===== src/rtl/mbrot_pkg.sv =====
// Shared types, constants and helper functions for the Mandelbrot pixel block.
// Used by mbrot_div and mandelbrot_escape_time_pixel; no dependencies.
`timescale 1ns / 1ps

package mbrot_pkg;

  // Fixed-point format: signed Q6.26
  localparam int COORD_BITS = 32;
  localparam int FRAC_BITS  = COORD_BITS - 6;

  // Field widths
  localparam int IDX_BITS   = 12;
  localparam int CNT_BITS   = 13;
  localparam int ITER_BITS  = 10;
  localparam int CHAN_BITS  = 8;
  localparam int CIDX_BITS  = 3;

  // Coordinate mapping: span is one bit wider than a coordinate,
  // span * index fits SPROD_BITS signed, its magnitude fits DVD_BITS.
  localparam int SPAN_BITS  = COORD_BITS + 1;
  localparam int SPROD_BITS = SPAN_BITS + IDX_BITS + 1;
  localparam int DVD_BITS   = SPROD_BITS - 1;
  localparam int DCNT_BITS  = $clog2(DVD_BITS + 1);
  localparam int MAPSUM_BITS = DVD_BITS + 2;

  // Shared multiplier: A side holds the span, B side the index or a
  // box-limited z component (|z| <= 2.0 needs FRAC_BITS + 3 bits).
  localparam int MUL_A_BITS = SPAN_BITS;
  localparam int ZB_BITS    = FRAC_BITS + 3;
  localparam int MUL_B_BITS = ZB_BITS;
  localparam int PROD_BITS  = MUL_A_BITS + MUL_B_BITS;
  localparam int ACC_BITS   = FRAC_BITS + 4;

  localparam int PALETTE_ENTRIES = 16;

  typedef logic        [IDX_BITS-1:0]   idx_t;
  typedef logic        [CNT_BITS-1:0]   count_t;
  typedef logic signed [COORD_BITS-1:0] coord_t;
  typedef logic        [ITER_BITS-1:0]  iter_t;
  typedef logic        [CHAN_BITS-1:0]  chan_t;
  typedef logic        [CIDX_BITS-1:0]  cfg_idx_t;
  typedef logic        [COORD_BITS-1:0] cfg_data_t;
  typedef logic        [DVD_BITS-1:0]   dvd_t;

  // Box limit 2.0
  localparam coord_t BOX_LIM = coord_t'(2) <<< FRAC_BITS;

  // Configuration register indexes
  localparam cfg_idx_t REG_OUTER_COUNT = 3'd0;
  localparam cfg_idx_t REG_INNER_COUNT = 3'd1;
  localparam cfg_idx_t REG_REAL_MIN    = 3'd2;
  localparam cfg_idx_t REG_REAL_MAX    = 3'd3;
  localparam cfg_idx_t REG_IMAG_MIN    = 3'd4;
  localparam cfg_idx_t REG_IMAG_MAX    = 3'd5;
  localparam cfg_idx_t REG_ITER_LIMIT  = 3'd6;

  // Reset values
  localparam count_t RST_OUTER_COUNT = 13'd640;
  localparam count_t RST_INNER_COUNT = 13'd480;
  localparam coord_t RST_REAL_MIN    = -32'sd134217728;
  localparam coord_t RST_REAL_MAX    = 32'sd67108864;
  localparam coord_t RST_IMAG_MIN    = -32'sd67108864;
  localparam coord_t RST_IMAG_MAX    = 32'sd67108864;
  localparam iter_t  RST_ITER_LIMIT  = 10'd50;

  // Sequencer states
  typedef enum logic [3:0] {
    ST_IDLE,
    ST_SPAN,
    ST_MUL,
    ST_DSTART,
    ST_DWAIT,
    ST_CHECK,
    ST_MUL_RR,
    ST_MUL_II,
    ST_MUL_RI,
    ST_UPDATE,
    ST_FINISH
  } state_t;

  // Clamp a mapped coordinate sum to the coordinate range
  function automatic coord_t sat_map(input logic signed [MAPSUM_BITS-1:0] v);
    logic signed [MAPSUM_BITS-1:0] hi;
    logic signed [MAPSUM_BITS-1:0] lo;
    hi = MAPSUM_BITS'(coord_t'({1'b0, {(COORD_BITS-1){1'b1}}}));
    lo = -hi - MAPSUM_BITS'(1);
    if (v > hi) return coord_t'(hi);
    else if (v < lo) return coord_t'(lo);
    else return coord_t'(v);
  endfunction

  // Clamp an iteration sum (one bit of growth) to the coordinate range
  function automatic coord_t sat_step(input logic signed [COORD_BITS:0] v);
    if (v[COORD_BITS] != v[COORD_BITS-1])
      return {v[COORD_BITS], {(COORD_BITS-1){~v[COORD_BITS]}}};
    else
      return coord_t'(v[COORD_BITS-1:0]);
  endfunction

  // 16-entry color palette, {red, green, blue}
  function automatic logic [3*CHAN_BITS-1:0] palette(input logic [3:0] k);
    case (k)
      4'd0:    return {8'd66,  8'd30,  8'd15};
      4'd1:    return {8'd25,  8'd7,   8'd26};
      4'd2:    return {8'd9,   8'd1,   8'd47};
      4'd3:    return {8'd4,   8'd4,   8'd73};
      4'd4:    return {8'd0,   8'd7,   8'd100};
      4'd5:    return {8'd12,  8'd44,  8'd138};
      4'd6:    return {8'd24,  8'd82,  8'd177};
      4'd7:    return {8'd57,  8'd125, 8'd209};
      4'd8:    return {8'd134, 8'd181, 8'd229};
      4'd9:    return {8'd211, 8'd236, 8'd248};
      4'd10:   return {8'd241, 8'd233, 8'd191};
      4'd11:   return {8'd248, 8'd201, 8'd95};
      4'd12:   return {8'd255, 8'd170, 8'd0};
      4'd13:   return {8'd204, 8'd128, 8'd0};
      4'd14:   return {8'd153, 8'd87,  8'd0};
      4'd15:   return {8'd106, 8'd52,  8'd3};
      default: return {8'd66,  8'd30,  8'd15};
    endcase
  endfunction

endpackage


===== src/rtl/mbrot_div.sv =====
// Radix-2 restoring divider, one quotient bit per cycle (unsigned).
// Depends on mbrot_pkg for widths.
`timescale 1ns / 1ps

module mbrot_div (
  input  logic              clk,
  input  logic              rst_n,
  input  logic              start,
  input  mbrot_pkg::dvd_t   dividend,
  input  mbrot_pkg::count_t divisor,
  output logic              done,
  output mbrot_pkg::dvd_t   quotient
);
  import mbrot_pkg::*;

  logic                 busy_r;
  logic                 done_r;
  logic [DCNT_BITS-1:0] cnt_r;
  dvd_t                 dvd_r;
  count_t               rem_r;
  count_t               dvs_r;

  logic [CNT_BITS:0]    trial;
  logic                 fits;

  // Trial subtract of the shifted remainder
  assign trial = {rem_r, dvd_r[DVD_BITS-1]};
  assign fits  = (trial >= {1'b0, dvs_r});

  // Control
  always_ff @(posedge clk) begin
    if (!rst_n) begin
      busy_r <= 1'b0;
      done_r <= 1'b0;
      cnt_r  <= '0;
    end else begin
      done_r <= 1'b0;
      if (start && !busy_r) begin
        busy_r <= 1'b1;
        cnt_r  <= DCNT_BITS'(DVD_BITS - 1);
      end else if (busy_r) begin
        cnt_r <= cnt_r - DCNT_BITS'(1);
        if (cnt_r == '0) begin
          busy_r <= 1'b0;
          done_r <= 1'b1;
        end
      end
    end
  end

  // Datapath: quotient bits shift into the dividend register
  always_ff @(posedge clk) begin
    if (start && !busy_r) begin
      dvd_r <= dividend;
      rem_r <= '0;
      dvs_r <= divisor;
    end else if (busy_r) begin
      dvd_r <= {dvd_r[DVD_BITS-2:0], fits};
      if (fits) rem_r <= CNT_BITS'(trial - {1'b0, dvs_r});
      else      rem_r <= trial[CNT_BITS-1:0];
    end
  end

  assign done     = done_r;
  assign quotient = dvd_r;

  // Checks
  a_start_busy: assert property (@(posedge clk) disable iff (!rst_n)
    start && !busy_r |=> busy_r)
    else $error("divider did not start");
  a_done_after_busy: assert property (@(posedge clk) disable iff (!rst_n)
    done_r |-> $past(busy_r) && !busy_r)
    else $error("divider done without a finished run");

endmodule


===== src/rtl/mandelbrot_escape_time_pixel.sv =====
// Mandelbrot escape-time pixel: top level with config registers and sequencer.
// Depends on mbrot_pkg and mbrot_div.
//
//  channel | ports                                             | dir
//  --------+---------------------------------------------------+-----
//  in      | in_valid, in_ready, in_outer_index, in_inner_index | in
//  out     | out_valid, out_ready, out_iteration_count,        | out
//          | out_red, out_green, out_blue                      |
//  cfg     | cfg_we, cfg_index, cfg_wdata                      | in
//
// Per item: two coordinate mappings, each through the one-bit-per-cycle
// divider, then one z^2 + c step per escape-count increment on the single
// shared multiplier (three products, then the update of z and the count).
// One item at a time; in_ready is high while the sequencer is idle, even if
// the previous result is still waiting in the output register.
// A stalled output holds the sequencer in its finish state. Reset is
// synchronous; the config registers return to their documented defaults.
`timescale 1ns / 1ps

module mandelbrot_escape_time_pixel (
  input  logic                  clk,
  input  logic                  rst_n,
  input  logic                  in_valid,
  output logic                  in_ready,
  input  mbrot_pkg::idx_t       in_outer_index,
  input  mbrot_pkg::idx_t       in_inner_index,
  output logic                  out_valid,
  input  logic                  out_ready,
  output mbrot_pkg::iter_t      out_iteration_count,
  output mbrot_pkg::chan_t      out_red,
  output mbrot_pkg::chan_t      out_green,
  output mbrot_pkg::chan_t      out_blue,
  input  logic                  cfg_we,
  input  mbrot_pkg::cfg_idx_t   cfg_index,
  input  mbrot_pkg::cfg_data_t  cfg_wdata
);
  import mbrot_pkg::*;

  // Configuration registers
  count_t outer_count_r, inner_count_r;
  coord_t real_min_r, real_max_r, imag_min_r, imag_max_r;
  iter_t  iter_limit_r;

  // Sequencer and datapath
  state_t state_r, state_nxt;
  logic   sel_re_r;             // 0: mapping the imaginary part, 1: the real part
  idx_t   outer_r, inner_r;
  logic signed [SPAN_BITS-1:0]  span_r;
  logic signed [PROD_BITS-1:0]  prod_r;
  logic signed [ACC_BITS-1:0]   acc_r;
  logic   neg_r;
  coord_t cr_r, ci_r, zr_r, zi_r;
  iter_t  n_r;

  // Output register
  logic   out_valid_r;
  iter_t  out_count_r;
  chan_t  out_red_r, out_green_r, out_blue_r;

  // Combinational
  logic signed [MUL_A_BITS-1:0]  mul_a;
  logic signed [MUL_B_BITS-1:0]  mul_b;
  logic signed [PROD_BITS-1:0]   mul_p;
  logic signed [SPROD_BITS-1:0]  sprod;
  logic signed [SPROD_BITS-1:0]  sprod_neg;
  dvd_t   dvd_mag;
  count_t map_count;
  coord_t map_lo, map_hi;
  idx_t   map_idx;
  logic   div_start, div_done;
  dvd_t   div_quot;
  logic signed [MAPSUM_BITS-1:0] q_signed;
  coord_t map_coord;
  logic   in_box, step_ok, out_load;
  logic signed [ZB_BITS-1:0]     zr_b, zi_b;
  logic signed [COORD_BITS:0]    nr_sum, ni_sum;
  logic [3*CHAN_BITS-1:0]        color;

  // Configuration writes
  always_ff @(posedge clk) begin
    if (!rst_n) begin
      outer_count_r <= RST_OUTER_COUNT;
      inner_count_r <= RST_INNER_COUNT;
      real_min_r    <= RST_REAL_MIN;
      real_max_r    <= RST_REAL_MAX;
      imag_min_r    <= RST_IMAG_MIN;
      imag_max_r    <= RST_IMAG_MAX;
      iter_limit_r  <= RST_ITER_LIMIT;
    end else if (cfg_we) begin
      case (cfg_index)
        REG_OUTER_COUNT: outer_count_r <= cfg_wdata[CNT_BITS-1:0];
        REG_INNER_COUNT: inner_count_r <= cfg_wdata[CNT_BITS-1:0];
        REG_REAL_MIN:    real_min_r    <= coord_t'(cfg_wdata);
        REG_REAL_MAX:    real_max_r    <= coord_t'(cfg_wdata);
        REG_IMAG_MIN:    imag_min_r    <= coord_t'(cfg_wdata);
        REG_IMAG_MAX:    imag_max_r    <= coord_t'(cfg_wdata);
        REG_ITER_LIMIT:  iter_limit_r  <= cfg_wdata[ITER_BITS-1:0];
        default: ;
      endcase
    end
  end

  // Mapping operands for the axis in progress
  assign map_lo    = sel_re_r ? real_min_r    : imag_min_r;
  assign map_hi    = sel_re_r ? real_max_r    : imag_max_r;
  assign map_count = sel_re_r ? inner_count_r : outer_count_r;
  assign map_idx   = sel_re_r ? inner_r       : outer_r;

  // z components limited to the box for the multiplier
  assign zr_b = zr_r[ZB_BITS-1:0];
  assign zi_b = zi_r[ZB_BITS-1:0];

  // Shared multiplier operand select
  always_comb begin
    mul_a = '0;
    mul_b = '0;
    case (state_r)
      ST_MUL: begin
        mul_a = span_r;
        mul_b = MUL_B_BITS'({1'b0, map_idx});
      end
      ST_MUL_RR: begin
        mul_a = MUL_A_BITS'(zr_b);
        mul_b = zr_b;
      end
      ST_MUL_II: begin
        mul_a = MUL_A_BITS'(zi_b);
        mul_b = zi_b;
      end
      ST_MUL_RI: begin
        mul_a = MUL_A_BITS'(zr_b);
        mul_b = zi_b;
      end
      default: ;
    endcase
  end
  assign mul_p = mul_a * mul_b;

  // Divider feed: magnitude of span * index
  assign sprod     = prod_r[SPROD_BITS-1:0];
  assign sprod_neg = -sprod;
  assign dvd_mag   = sprod[SPROD_BITS-1] ? sprod_neg[DVD_BITS-1:0] : sprod[DVD_BITS-1:0];
  assign div_start = (state_r == ST_DSTART);

  mbrot_div u_div (
    .clk      (clk),
    .rst_n    (rst_n),
    .start    (div_start),
    .dividend (dvd_mag),
    .divisor  (map_count),
    .done     (div_done),
    .quotient (div_quot)
  );

  // Coordinate = min + quotient (truncated toward zero), saturated
  always_comb begin
    if (map_count == '0)
      q_signed = '0;
    else if (neg_r)
      q_signed = -$signed({2'b00, div_quot});
    else
      q_signed = $signed({2'b00, div_quot});
  end
  assign map_coord = sat_map(MAPSUM_BITS'(map_lo) + q_signed);

  // Escape test and step sums
  assign in_box  = (zr_r <= BOX_LIM) && (zr_r >= -BOX_LIM) &&
                   (zi_r <= BOX_LIM) && (zi_r >= -BOX_LIM);
  assign step_ok = in_box && (n_r < iter_limit_r);
  assign nr_sum  = (COORD_BITS+1)'(acc_r) + (COORD_BITS+1)'(cr_r);
  assign ni_sum  = (COORD_BITS+1)'($signed(prod_r[FRAC_BITS-1 +: COORD_BITS])) +
                   (COORD_BITS+1)'(ci_r);

  assign out_load = (state_r == ST_FINISH) && (!out_valid_r || out_ready);
  assign in_ready = (state_r == ST_IDLE);

  // Next state
  always_comb begin
    state_nxt = state_r;
    case (state_r)
      ST_IDLE:   if (in_valid) state_nxt = ST_SPAN;
      ST_SPAN:   state_nxt = ST_MUL;
      ST_MUL:    state_nxt = ST_DSTART;
      ST_DSTART: state_nxt = ST_DWAIT;
      ST_DWAIT:  if (div_done) state_nxt = sel_re_r ? ST_CHECK : ST_SPAN;
      ST_CHECK:  state_nxt = step_ok ? ST_MUL_RR : ST_FINISH;
      ST_MUL_RR: state_nxt = ST_MUL_II;
      ST_MUL_II: state_nxt = ST_MUL_RI;
      ST_MUL_RI: state_nxt = ST_UPDATE;
      ST_UPDATE: state_nxt = ST_CHECK;
      ST_FINISH: if (out_load) state_nxt = ST_IDLE;
      default:   state_nxt = ST_IDLE;
    endcase
  end

  always_ff @(posedge clk) begin
    if (!rst_n) state_r <= ST_IDLE;
    else        state_r <= state_nxt;
  end

  // Datapath registers
  always_ff @(posedge clk) begin
    case (state_r)
      ST_IDLE: begin
        outer_r  <= in_outer_index;
        inner_r  <= in_inner_index;
        sel_re_r <= 1'b0;
        n_r      <= '0;
      end
      ST_SPAN:   span_r <= SPAN_BITS'(map_hi) - SPAN_BITS'(map_lo);
      ST_MUL:    prod_r <= mul_p;
      ST_DSTART: neg_r  <= sprod[SPROD_BITS-1];
      ST_DWAIT: begin
        if (div_done) begin
          sel_re_r <= 1'b1;
          if (sel_re_r) begin
            cr_r <= map_coord;
            zr_r <= map_coord;
          end else begin
            ci_r <= map_coord;
            zi_r <= map_coord;
          end
        end
      end
      ST_MUL_RR: prod_r <= mul_p;
      ST_MUL_II: begin
        prod_r <= mul_p;
        acc_r  <= prod_r[FRAC_BITS +: ACC_BITS];
      end
      ST_MUL_RI: begin
        prod_r <= mul_p;
        acc_r  <= acc_r - prod_r[FRAC_BITS +: ACC_BITS];
      end
      ST_UPDATE: begin
        zr_r <= sat_step(nr_sum);
        zi_r <= sat_step(ni_sum);
        n_r  <= n_r + ITER_BITS'(1);
      end
      default: ;
    endcase
  end

  // Output register
  assign color = palette(n_r[3:0]);

  always_ff @(posedge clk) begin
    if (!rst_n) begin
      out_valid_r <= 1'b0;
    end else if (out_load) begin
      out_valid_r <= 1'b1;
    end else if (out_ready) begin
      out_valid_r <= 1'b0;
    end
  end

  always_ff @(posedge clk) begin
    if (out_load) begin
      out_count_r <= n_r;
      out_red_r   <= color[3*CHAN_BITS-1:2*CHAN_BITS];
      out_green_r <= color[2*CHAN_BITS-1:CHAN_BITS];
      out_blue_r  <= color[CHAN_BITS-1:0];
    end
  end

  assign out_valid           = out_valid_r;
  assign out_iteration_count = out_count_r;
  assign out_red             = out_red_r;
  assign out_green           = out_green_r;
  assign out_blue            = out_blue_r;

  // Checks
  a_accept_starts: assert property (@(posedge clk) disable iff (!rst_n)
    in_valid && in_ready |=> state_r == ST_SPAN)
    else $error("accepted item did not start the mapping");
  a_box_on_mul: assert property (@(posedge clk) disable iff (!rst_n)
    state_r == ST_MUL_RR |-> in_box)
    else $error("squaring a z outside the box");
  a_done_in_wait: assert property (@(posedge clk) disable iff (!rst_n)
    div_done |-> state_r == ST_DWAIT)
    else $error("divider result arrived outside the wait state");
  a_result_from_finish: assert property (@(posedge clk) disable iff (!rst_n)
    $rose(out_valid_r) |-> $past(state_r == ST_FINISH))
    else $error("result raised outside the finish state");

endmodule

===== config.mk =====
export PLATFORM = sky130hd
export DESIGN_NAME = mandelbrot_escape_time_pixel
export DESIGN_NICKNAME = d
export VERILOG_FILES = /design/src/rtl/mbrot_pkg.sv /design/src/rtl/mbrot_div.sv /design/src/rtl/mandelbrot_escape_time_pixel.sv
export SDC_FILE = /design/constraint.sdc
export NUM_CORES = 2
export LEC_CHECK = 0
export ABC_AREA = 0
export CAP_MARGIN = 5
export CORE_AREA = 2 2 438 440
export CTS_CLUSTER_DIAMETER = 80
export DETAILED_ROUTE_END_ITERATION = 10
export DIE_AREA = 0 0 440 442
export DONT_BUFFER_PORTS = 1
export PLACE_DENSITY = 0.54
export SETUP_SLACK_MARGIN = 0.1
export SYNTH_ARGS = -nofsm -noshare
export SYNTH_HDL_FRONTEND = slang
export SYNTH_SLANG_ARGS = --single-unit

===== constraint.sdc =====
create_clock -name clk -period 11 [get_ports clk]
set_input_delay 1.1 -clock clk [delete_from_list [all_inputs] [get_ports clk]]
set_output_delay 1.1 -clock clk [all_outputs]
set_load 0.02 [all_outputs]

Yosys cells after proc, flatten, opt, wreduce, memory -nomap -nowiden
Memory sizes are Yosys's and may differ from the RTL's. A register that Yosys moved wholly into a read port is not among the register bits.
Cells that the tools add are included.
{"block": "totals", "inputBits": 64, "wordCells": 154, "ff_bits": 542, "romBits": 384, "output_inout_bits": 36, "mem_count": 1}
{"memory": "(name not given)", "depth": 16, "word_bits": 24, "read_ports": 1, "rd_clocked_by_memory_dff": 1, "write_ports": 0, "line_no": "mbrot_pkg.sv:102", "source": "case (k)"}
{"block": "op_classes", "multipliers": 1, "n_addsub": 10, "muxes": 40, "n_reduce_logical": 37, "n_lt_le_gt_ge": 8, "n_eq_ne": 23, "n_bitwise": 5}
{"operator": "32-bit 2-to-1 mux", "n": 10}
{"operator": "45-bit 2-to-1 mux", "n": 3}
{"operator": "32-bit one-hot mux with 2 select lines", "n": 2}
{"operator": "33-bit one-hot mux with 3 select lines", "n": 1}
{"operator": "47-bit 2-to-1 mux", "n": 2}
{"operator": "29-bit one-hot mux with 3 select lines", "n": 1}
{"operator": "32-bit by 28-bit >= comparator with 1-bit output, second input constant", "n": 2}
{"operator": "32-bit by 29-bit <= comparator with 1-bit output, second input constant", "n": 2}
{"operator": "30-bit one-hot mux with 2 select lines", "n": 1}
{"operator": "33-bit by 29-bit multiplier with 57-bit output", "n": 1}
{"operator": "32-bit by 47-bit adder with 47-bit output", "n": 1}
{"operator": "47-bit by 32-bit > comparator with 1-bit output, second input constant", "n": 1}
{"operator": "47-bit by 32-bit < comparator with 1-bit output, second input constant", "n": 1}
{"operator": "45-bit negation with 47-bit output", "n": 1}
{"operator": "45-bit negation", "n": 1}
{"operator": "4-bit one-hot mux with 11 select lines", "n": 1}
{"operator": "30-bit by 32-bit adder with 33-bit output", "n": 1}
{"operator": "32-bit by 32-bit adder with 33-bit output", "n": 1}
{"operator": "32-bit by 32-bit subtractor with 33-bit output", "n": 1}
{"operator": "30-bit subtractor", "n": 1}
{"operator": "13-bit 2-to-1 mux", "n": 2}
{"operator": "10-bit one-hot mux with 2 select lines", "n": 1}
{"operator": "4-bit by 3-bit == test with 1-bit output, second input constant", "n": 4}
{"operator": "4-bit 2-to-1 mux", "n": 4}
{"operator": "other kinds (33)", "n": 78}

Depth between registers and ports, before layout
{"block": "depth", "depth_word": 10, "mapped_depth": 41, "ltp_nobuf": 35}

Hierarchy
A second synthesis with hierarchy kept.
{"block": "hier_totals", "hier_cells": 7406, "area_unflattened_um2": 66822.8}
{"module": "mandelbrot_escape_time_pixel", "area_per_inst_um2": 62910.3, "seq_area_each_um2": 12932.4, "cells_per_inst": 7007, "n_inst": 1}
{"module": "mbrot_div", "area_per_inst_um2": 3912.5, "seq_area_each_um2": 2162.1, "cells_per_inst": 399, "n_inst": 1}

Worst setup path after synthesis
Ideal clock, no wire load.
{"block": "synth_timing", "path_type": "register to register", "start": "reg state_r[1]", "end": "reg prod_r[54], data pin", "arrival_time_ns": 10.229, "setup_slack_ns": 0.503, "synth_period_minus_slack_ns": 10.497, "required_time_ns": 10.731, "path_stages_with_launch": 37, "path_buffers": 5, "setup_ns": 0.269, "path_cell_list": "dfxtp_1 -> clkbuf_1 -> nor2_1 -> nand3_1 -> clkbuf_1 -> o21ai_1 -> clkbuf_1 -> buf_1 -> a22o_1 -> clkbuf_1 -> nand2_1 -> fa_1 -> fa_1 -> inv_1 -> fa_1 -> inv_1 -> fa_1 -> inv_1 -> fa_1 -> fa_1 -> fa_1 -> inv_1 -> fa_1 -> inv_1 -> ha_1 -> and4_1 -> and3_1 -> nand2_1 -> or4_1 -> o32ai_1 -> o31ai_1 -> o21ai_0 -> a22oi_1 -> a211oi_1 -> nor3_1 -> o31ai_1 -> xor2_1"}
{"block": "synth_between", "elab_chain_len": 4, "elab_cells_between_ends": 9, "classes_between": "mul: 1; eq/ne: 4; mux: 2; reduce/logical: 2"}
{"item": "start: declaration", "line_no": "mandelbrot_escape_time_pixel.sv:45", "source": "state_t state_r, state_nxt;"}
{"item": "start signal: assignment", "line_no": "mandelbrot_escape_time_pixel.sv:198", "source": "else state_r <= state_nxt;"}
{"item": "4-bit == test or 4-bit by 3-bit == test with 1-bit output (tied branches)", "line_no": "mandelbrot_escape_time_pixel.sv:117", "source": "case (state_r)"}
{"item": "2-bit OR reduction (no line)"}
{"item": "33-bit one-hot mux with 3 select lines or 29-bit one-hot mux with 3 select lines (tied branches)", "line_no": "mandelbrot_escape_time_pixel.sv:117"}
{"item": "33-bit by 29-bit multiplier with 57-bit output (*)", "line_no": "mandelbrot_escape_time_pixel.sv:137", "source": "assign mul_p = mul_a * mul_b;"}
{"item": "net mul_p[54]", "line_no": "mandelbrot_escape_time_pixel.sv:63", "source": "logic signed [PROD_BITS-1:0] mul_p;"}
{"item": "end signal: assignment", "line_no": "mandelbrot_escape_time_pixel.sv:211", "source": "ST_MUL: prod_r <= mul_p;"}
{"item": "end signal: assignment", "line_no": "mandelbrot_escape_time_pixel.sv:225", "source": "ST_MUL_RR: prod_r <= mul_p;"}
{"item": "end signal: assignment", "line_no": "mandelbrot_escape_time_pixel.sv:227", "source": "prod_r <= mul_p;"}
{"item": "end: declaration", "line_no": "mandelbrot_escape_time_pixel.sv:49", "source": "logic signed [PROD_BITS-1:0] prod_r;"}
The timed path passes the listed nets; every way through them passes the cells marked *.
A chain may end at the register's enable or synchronous reset.

Worst setup path in the final report
{"block": "layout_timing", "start": "reg state_r[0]", "end": "reg prod_r[48], data pin"}
Same word-level chain as after synthesis.

==> flow_summary.ini <==
[run_status]
status = finished, final reports clean

[clock_network]
numCtsBuffers = 60
cts_resized = 0
tritoncts = built
clockBufferDepth = 3
cts_hold_buf = 0
clkLatencyLatePin_ns = 0.70
root_buffer = clkbuf_16
clkSinkCount = 566
cts.htree.levels = 2
cts.reportedPaths.clkPinSlew_ns = 0.07
cts_setup_buffers = 0

[floorplan]
rows = 160
die_h_um = 442
initial_core_util = 0.349
die_area_um2 = 194000
core_um2 = 190000
io_pins = 100
die_w_um = 440

[logic_synthesis]
synth-main-ff-cell = edfxtp_1
synth.yosys.seq_area_share = 0.228
synthDistinctLibCells = 88
mappedNetlistArea_um2 = 66100
avgSynthCellArea_um2 = 9.01
synth_compound_area_frac = 0.117
yosys.area_share.adder = 0.362
synth_cells = 7341
syn_nets = 8743
synth_xor_area_frac = 0.0399
synthMuxAreaShare = 0.0176
ys_warn_count = 0
ys_seq_elements = 566
synthSimpleGateAreaFrac = 0.147
async_flop_share = 0
synth_top_family_by_area = adder cells
synth-edff-count = 376

[layout]
area_delta_synth_final_pct = 8.93
drive_gt1_frac = 0.0607
largest_register_ff_count = 57
nFillCells = 19032
final_nets = 8685
largest_register = prod_r

[route]
vias = 51925
drcViolationCount = 0
drtIter0Drc = 4594
ant_nets = 0
wirelength_um = 229000
drt-pass1-iter-count = 6
vias_per_cell = 5.27
drt-wirelength-per-cell_um = 23.3

[timing]
setup_violations = 0
holdWs_ns = 0.452
layout_setup_ws_ns = 0.537
hold_viol = 0
grt_setup_unrepaired = no
period_minus_slack_ns = 10.46
tightestPinTransition_ns = 1.22
fmax_mhz = 95.6
slew_violations = 0
max_slew_margin = 0.190
finalClockSkew_ns = 0.0772
post-route-period-util = 0.951

[pwr]
switching_power_mw = 2.46
combPwrFrac = 0.301
internal-power_mw = 4.41
power_frac_seq = 0.383
p_per_area_nw_per_um2 = 95.3
switching_share = 0.358
irDropWorstVdd_mv = 0.147
clkPwrFrac = 0.316
p_leak_nw = 32.4

[setup_path]
crit_path_max_fanout = 22
cp-start-kind = flip-flop
cp.required_ns = 11.38
r2r-start = state_r[0]$_SDFFE_PN0P_
arrival_ns = 10.84
reg2reg_depth = 35
critPathKind = reg2reg
cpPeakStageDelay_ns = 0.60
slowest_stage = and2_1
worst_setup_path_end_kind = flip-flop
crit_top_cell = fa_1
ff2ff_setup_slack_ns = 0.54
rr_endpoint = prod_r[48]$_DFFE_PP_

[placed_design]
numPortBuffers = 0
gp_congestion = 0.984
hpwl_um = 187000
pre_cts_ws_ns = 0.740

[hold_path]
holdPathStages = 2
hold_path_class = reg2reg
hold_path_end = imag_max_r[15]$_SDFFE_PN0P_
hp-start = imag_max_r[15]$_SDFFE_PN0P_

[global_route]
grt_pass1_wl_um = 343000
grt_max_degree = 86
grt_pass1_vias = 52352
grt_overflow_total = 0
antenna_found_initial = 4
grtUsageTotal = 0.235

[flow_run]
maxCapViolCount = 0
==> per-stage QoR <==
step / instance area [µm²] / std cells / power [mW] / utilization / setup TNS (ns)
after global placement: 69900 / 9730 / 4.69 / 0.368 / -1.48
after detailed placement: 69900 / 9731 / 4.70 / 0.369 / 0
final: 72000 / 9850 / 6.86 / 0.380 / 0
after floorplan: 66100 / 7341 / 3.90 / - / 0
after CTS: 72000 / 9845 / 6.89 / 0.380 / 0
after global routing: 72000 / 9849 / 7.17 / 0.380 / 0
==> routing by layer <==
metal / vias to the layer above / part of all wire / GRT usage
li1: 23554 / - / -
met1: 26194 / 0.44 / 0.328
met2: 1813 / 0.45 / 0.371
met3: 358 / 0.063 / 0.0284
met4: 6 / 0.046 / 0.0925
met5: - / 0.00016 / 0
==> layout by cell type (no fill, tap or decap), types with 53 or more instances in the layout <==
master,count
xnor2_1,171
edfxtp_1,376
xor2_1,130
mux2i_1,53
nand3_1,104
fa_1,957
o21ai_0,244
clkbuf_16,64
ha_1,381
nor3_1,66
a21o_1,140
a21oi_1,361
nand2_1,1093
o211ai_1,60
dfxtp_1,190
mux2_2,54
buf_4,205
inv_1,1202
nor2_1,676
nand2b_1,57
==> cells in the mapped netlist (all sizes together) (11+ instances only) <==
cell type	n	area, µm²
buf	27	128
nor2	684	2570
a22oi	50	375
inv	1203	4520
ha	381	4770
nand2b	57	357
nor2b	37	231
or4	11	86.3
or2	18	113
mux2i	53	531
a31oi	22	138
nor3	70	355
a211oi	28	215
o41ai	15	150
nand4	25	156
edfxtp	376	11300
a22o	29	254
a21o	140	1050
xnor2	171	1500
a211o	13	114
nor4	30	188
dfxtp	190	3800
clkbuf	304	1140
o21a	34	255
o31ai	40	300
nand2	1095	4120
a221o	16	160
and4	12	105
o21ai	248	1240
a221oi	20	175
or3	50	313
and3	22	138
nand3	109	546
o21bai	37	278
mux2	54	608
xor2	130	1140
a21oi	365	1830
and2	41	256
o211ai	60	450
fa	957	19200
==> layout make-up <==
type	count	area, µm²	share of cell area
multi-input cells	5238	45500	0.631
flip-flops and latches	566	15100	0.210
inverters	1207	4530	0.0629
well taps	2511	3140	0.0436
clock buffers	73	1670	0.0231
repair buffers	210	1640	0.0228
clock inverters	41	455	0.00632
diodes	4	10.0	0.000139
==> worst max path at each step <==
stage / startpoint / depth (start not counted) / end
CTS: state_r[0]$_SDFFE_PN0P_ / 36 / prod_r[48]$_DFFE_PP_
global placement: state_r[0]$_SDFFE_PN0P_ / 30 / prod_r[55]$_DFFE_PP_
detailed placement: state_r[2]$_SDFFE_PN0P_ / 33 / prod_r[54]$_DFFE_PP_
finish: state_r[0]$_SDFFE_PN0P_ / 35 / prod_r[48]$_DFFE_PP_
global route: state_r[0]$_SDFFE_PN0P_ / 35 / prod_r[54]$_DFFE_PP_
floorplan: state_r[1]$_SDFFE_PN0P_ / 36 / prod_r[54]$_DFFE_PP_
==> cell families (layout without fill, tap and decap cells) <==
kind of cell	after synthesis	in the layout
AO/OA/AOI/OAI	1204	1204
XOR/XNOR	301	301
adder cells (fa/ha/maj)	1339	1339
buffers and inverters	1538	1531
flip-flops	566	566
multiplexers	108	108
other	0	4
AND/OR/NAND/NOR	2285	2286
==> power by group through the flow <==
stage / registers, mW / logic (mW) / clock network (mW)
after floorplan: 2.57 / 1.33 / 0
after global placement: 2.67 / 2.02 / 0
after detailed placement: 2.67 / 2.03 / 0
after CTS: 2.63 / 2.05 / 2.21
after global routing: 2.63 / 2.24 / 2.29
final: 2.63 / 2.07 / 2.17
==> worst max-delay path, delay by kind of cell (launching register included) <==
kind	cells	cell delay, ns
compound gates	9	2.69
xor+xnor	1	0.16
fa+ha+maj	9	4.30
buf+inv	10	1.21
flops	1	0.52
simple gates	6	1.25
(Power assumes the default switching activity.)
